**src/rtl/tsrr_pkg.sv**
```systemverilog
// ----------------------------------------------------------------------------
// tsrr_pkg
// Shared types and constants for the trie shortest-root replacement block.
// ----------------------------------------------------------------------------
package tsrr_pkg;

    localparam int SYM_W   = 5;
    localparam int TDATA_W = 8;

    localparam logic [SYM_W-1:0] SPACE_CODE = 5'd26;

    localparam logic OP_DICT     = 1'b0;
    localparam logic OP_SENTENCE = 1'b1;

    typedef enum logic [1:0] {
        MODE_MATCH    = 2'd0,
        MODE_SUPPRESS = 2'd1,
        MODE_COPY     = 2'd2
    } mode_t;

    // controller -> datapath
    typedef struct packed {
        logic clear_en;   // clearing pass: zero one table entry
        logic accept;     // input beat taken, launch table read
        logic commit;     // apply the item, write table / load output
    } cmd_t;

    // datapath -> controller
    typedef struct packed {
        logic clear_last; // clearing pass at the final entry
        logic produce;    // item under execution yields an output beat
        logic out_stall;  // output beat is due but the register holds an untaken beat
        logic full;       // sticky table-full flag
    } sts_t;

endpackage

```
**src/rtl/tsrr_ctrl.sv**
```systemverilog
// ----------------------------------------------------------------------------
// tsrr_ctrl
// Sequencer: clearing pass after reset, then accept / execute per item.
// ----------------------------------------------------------------------------
module tsrr_ctrl (
    input  logic            aclk,
    input  logic            aresetn,
    input  logic            s_tvalid,
    output logic            s_tready,
    input  tsrr_pkg::sts_t  sts,
    output tsrr_pkg::cmd_t  cmd
);

    typedef enum logic [2:0] {
        ST_CLEAR = 3'b001,
        ST_IDLE  = 3'b010,
        ST_EXEC  = 3'b100
    } state_t;

    state_t state_reg, state_next;

    always_ff @(posedge aclk) begin
        if (!aresetn) begin
            state_reg <= ST_CLEAR;
        end else begin
            state_reg <= state_next;
        end
    end

    always_comb begin
        state_next   = state_reg;
        cmd.clear_en = 1'b0;
        cmd.accept   = 1'b0;
        cmd.commit   = 1'b0;
        s_tready     = 1'b0;
        unique case (state_reg)
            ST_CLEAR: begin
                cmd.clear_en = 1'b1;
                if (sts.clear_last) begin
                    state_next = ST_IDLE;
                end
            end
            ST_IDLE: begin
                s_tready   = 1'b1;
                cmd.accept = s_tvalid;
                if (s_tvalid) begin
                    state_next = ST_EXEC;
                end
            end
            ST_EXEC: begin
                // hold while the result has nowhere to go
                if (!sts.out_stall) begin
                    cmd.commit = 1'b1;
                    state_next = ST_IDLE;
                end
            end
            default: begin
                state_next = ST_CLEAR;
            end
        endcase
    end

endmodule

```
**config.mk**
```make
export PLATFORM = sky130hd
export DESIGN_NAME = tsrr_ctrl
export DESIGN_NICKNAME = d
export VERILOG_FILES = /design/src/rtl/tsrr_pkg.sv /design/src/rtl/tsrr_ctrl.sv
export SDC_FILE = /design/constraint.sdc
export NUM_CORES = 1
export LEC_CHECK = 0
export BUFFER_PORTS_ARGS = -buffer_cell sky130_fd_sc_hd__buf_4
export CORE_AREA = 2 2 39 41
export DETAILED_ROUTE_END_ITERATION = 10
export DIE_AREA = 0 0 41 43
export GPL_TIMING_DRIVEN = 0
export PLACE_DENSITY = 0.33
export SLEW_MARGIN = 15
export SYNTH_ARGS = -nofsm -noshare
export SYNTH_HDL_FRONTEND = slang
export SYNTH_SLANG_ARGS = --single-unit
```
**constraint.sdc**
```tcl
create_clock -name aclk -period 2 [get_ports aclk]
set_clock_uncertainty 0.05 [all_clocks]
set_input_delay 0.3 -clock aclk [delete_from_list [all_inputs] [get_ports aclk]]
set_output_delay 0.3 -clock aclk [all_outputs]
set_load 0.03 [all_outputs]
```
# --- After elaboration in Yosys (flattened, before gate mapping) ---
# Cells that the tools add are included.
# W data, S select, Z words.
word_totals:
  register_bits: 3
  in_bits: 7
  output_inout_bits: 4
classes:
  n_mux: 9
  n_eq_ne: 6
  reduce_logical: 1
op_table:
  columns: ["cell", "n"]
  rows:
  - ["$mux W3", 3]
  - ["$pmux W3 S3", 1]
  - ["$ne A2 B2 Y1 const B", 3]
  - ["$mux W1", 5]
  - ["$eq A3 B1 Y1 const B", 1]
  - ["$eq A3 B2 Y1 const B", 1]
  - ["$eq A3 B3 Y1 const B", 1]
  - ["$reduce_and A3 Y1", 1]

# --- Logic depth before layout (Yosys ltp) ---
logic_depth:
  ltp_word: 3
  ltp_mapped: 3

# --- Worst setup path after synthesis ---
# No wires, ideal clock.
synth_timing:
  kind: "flip-flop to flip-flop"
  from: "reg state_reg[2]"
  to: "reg state_reg[1]"
  arrival_time_ns: 1.775
  synth_period_minus_slack_ns: 1.888
  n_path_buf: 0
  t_required_ns: 1.887
  stages_incl_launch_ff: 3
  slack_ns: 0.112
  cell_sequence: "dfxtp_1 > nor4b_1 > o311a_1"
synth_via:
  elab_chain_cells: 3
synth_rtl:
  columns: ["item", "line", "rtl"]
  rows:
  - ["start: declaration", "tsrr_ctrl.sv:20", "state_t state_reg, state_next;"]
  - ["start signal: assignment", "tsrr_ctrl.sv:26", "state_reg <= state_next;"]
  - ["$eq A3 B1 Y1, or another cell as far along", "tsrr_ctrl.sv:36", "unique case (state_reg)"]
  - ["$ne A2 B2 Y1 (no line)", null, null]
  - ["$reduce_and A3 Y1 (no line)", null, null]
# Parallel ways exist; a longest one is shown, timed or not.
# A chain may end at the register's enable or synchronous reset.

==> results.yml <==
final_layout:
  finalCoreUtilization_pct: 20.8
  fin_cells: 45
  layout-drive-gt1-share_pct: 55.2
  fill_cells: 158
  largest_reg_flops: 3
  final_common_cell: "buf_4"
  num_antenna_cells: 0
  syn_to_final_growth_pct: 58.6
  final_cell_mix: "8 x buf_4, 3 x clkbuf_4, 3 x dfxtp_1"
  final_nets: 37
  final_area_um2: 288
drt:
  ant_nets: 0
  drtPass1Iterations: 4
  viasPerCell: 3.84
  num_vias: 173
  routed_wl_um: 424
  drc: 0
  routedWlPerCell_um: 9.42
  drt-initial-drc-count: 1
synthesis:
  syn_avg_cell_area_um2: 10.7
  ys_ff_latch: 3
  synth_cells: 17
  yosysWarnings: 0
  synth_top_area_share_pct: 33.1
  netlist_area_um2: 181
  synthDistinctLibCells: 14
  synth_seq_area_share_pct: 33.1
  netlist_top_cells_area: "dfxtp_1 33%, or4b_4 7.6%, a211oi_2 6.9%"
  netlist.top_cell.by_area: "dfxtp_1"
  synth_fp_nets: 24
worst_setup_path:
  crit_path_end: "cmd[1]"
  rrSetupSlack_ps: 720
  cp.required_ps: 1650
  critical_path_class: "flop to primary output"
  worstPathArrival_ps: 1280
  r2r-end: "state_reg[0]$_SDFFE_PN1P_"
  critPathCaptureType: "primary output"
  critPathLaunch: "state_reg[1]$_SDFFE_PN0P_"
  r2r-start: "state_reg[0]$_SDFFE_PN1P_"
  start_kind: "flop"
  reg2reg_depth: 3
  cp_max_fo: 6
clock_tree:
  cts_max_level: 1
  insertion_delay_ps: 230
  cts_tree: "done"
  cts_root_buffer: "clkbuf_4"
  cts-hold-fix-buffers: 0
  clock-sinks: 3
  clockBufferDepth: 2
  postCtsSetupBuffers: 0
  ctsResizeCount: 0
  path_clk_slew_ps: 40
  cts_made_buffers: 3
die:
  pin_count: 11
  num_rows: 14
  dieWidth_um: 41
  coreArea_um2: 1380
  die_h_um: 43
  die_area_um2: 1760
  start_util_pct: 13.1
min_path:
  hold_path_depth: 2
  hp-class: "input port to flop"
timing:
  fmax_mhz: 612
  setup_viol: 0
  final.setup.tns_ps: 0
  slew_headroom_pct: 74.1
  drv_slew: 0
  hold_viol: 0
  rsz0062_at_grt: "no"
  max_slew.worst_pin.slew_ps: 383
  period_share_pct: 81.7
  fin_crit_ps: 1630
global_routing:
  grt_overflow: 0
  first_global_vias: 177
  grt_max_degree: 7
  grt_pass1_wl_um: 669
  grtUsageTotal_pct: 6.22
  antenna_found_initial: 0
outcome:
  status: "completed"
place:
  place_area_um2: 262
  gp_congestion: 0.624
  hpwl_um: 311
  place_inst: 41
  port_buffers: 8
job:
  maxCapViolations: 0
power:
  powerDensity_nw_per_um2: 1540
  p_leak_uw: 0.000123
  vdd_drop_max_mv: 0.462
-- cell type report --
type                       instances  area, um2  area share, %
multi-input combinational         14        121           42.2
sequential                         3       60.1           20.9
timing repair buffer               8       60.1           20.9
clock buffer                       4       26.3           9.13
tap                               16       20.0           6.96
-- worst min-delay path by stage --
stage | startpoint | endpoint | slack, ps
final | aresetn | state_reg[1]$_SDFFE_PN0P_ | 280
after CTS | aresetn | state_reg[1]$_SDFFE_PN0P_ | 270
after global placement | state_reg[1]$_SDFFE_PN0P_ | state_reg[0]$_SDFFE_PN1P_ | 510
after floorplan | aresetn | state_reg[2]$_SDFFE_PN0P_ | 370
after detailed placement | state_reg[1]$_SDFFE_PN0P_ | state_reg[0]$_SDFFE_PN1P_ | 510
after global routing | aresetn | state_reg[1]$_SDFFE_PN0P_ | 280
-- kinds of logic after synthesis --
family	synth area share [%]
and+or+nand+nor	45.5
xor gates and xnor gates	4.83
AOI/OAI and AO/OA	16.6
DFF	33.1
-- routing by layer --
metal	vias up	routed length, um	GRT usage (%)
li1	91	-	-
met1	74	216	7.05
met2	8	151	6.88
met3	0	57	6.28
met4	0	0	4.00
met5	-	0	0
-- cell usage after synthesis --
| cell type | instances |
|---|---|
| and4bb_2 | 1 |
| a211oi_2 | 1 |
| xnor2_1 | 1 |
| nor4b_1 | 1 |
| o21bai_1 | 1 |
| or4b_4 | 1 |
| nor3b_2 | 1 |
| nor3b_1 | 1 |
| o311a_1 | 1 |
| dfxtp_1 | 3 |
| nand2_2 | 1 |
| and2_1 | 1 |
| nor2_1 | 2 |
| and2b_1 | 1 |
-- worst max-delay path, stage by stage (launching register included) --
cell and delay (ps):
dfxtp_1 400, nor3b_2 320, and2_1 180, buf_4 150
-- through the flow --
step	setup WS, ps	power [uW]	hold WS, ps
floorplan	112	273	374
global placement	633	339	514
detailed placement	619	337	508
CTS	358	448	273
global route	281	471	277
finish	366	443	281
-- power by group --
part           switching [uW]  internal [uW]  total [uW]
clock                    29.7           74.6         104
combinational             106            104         209
sequential               42.1           86.6         129
total                     177            265         443
No activity file was read; power rests on OpenSTA's default activity.
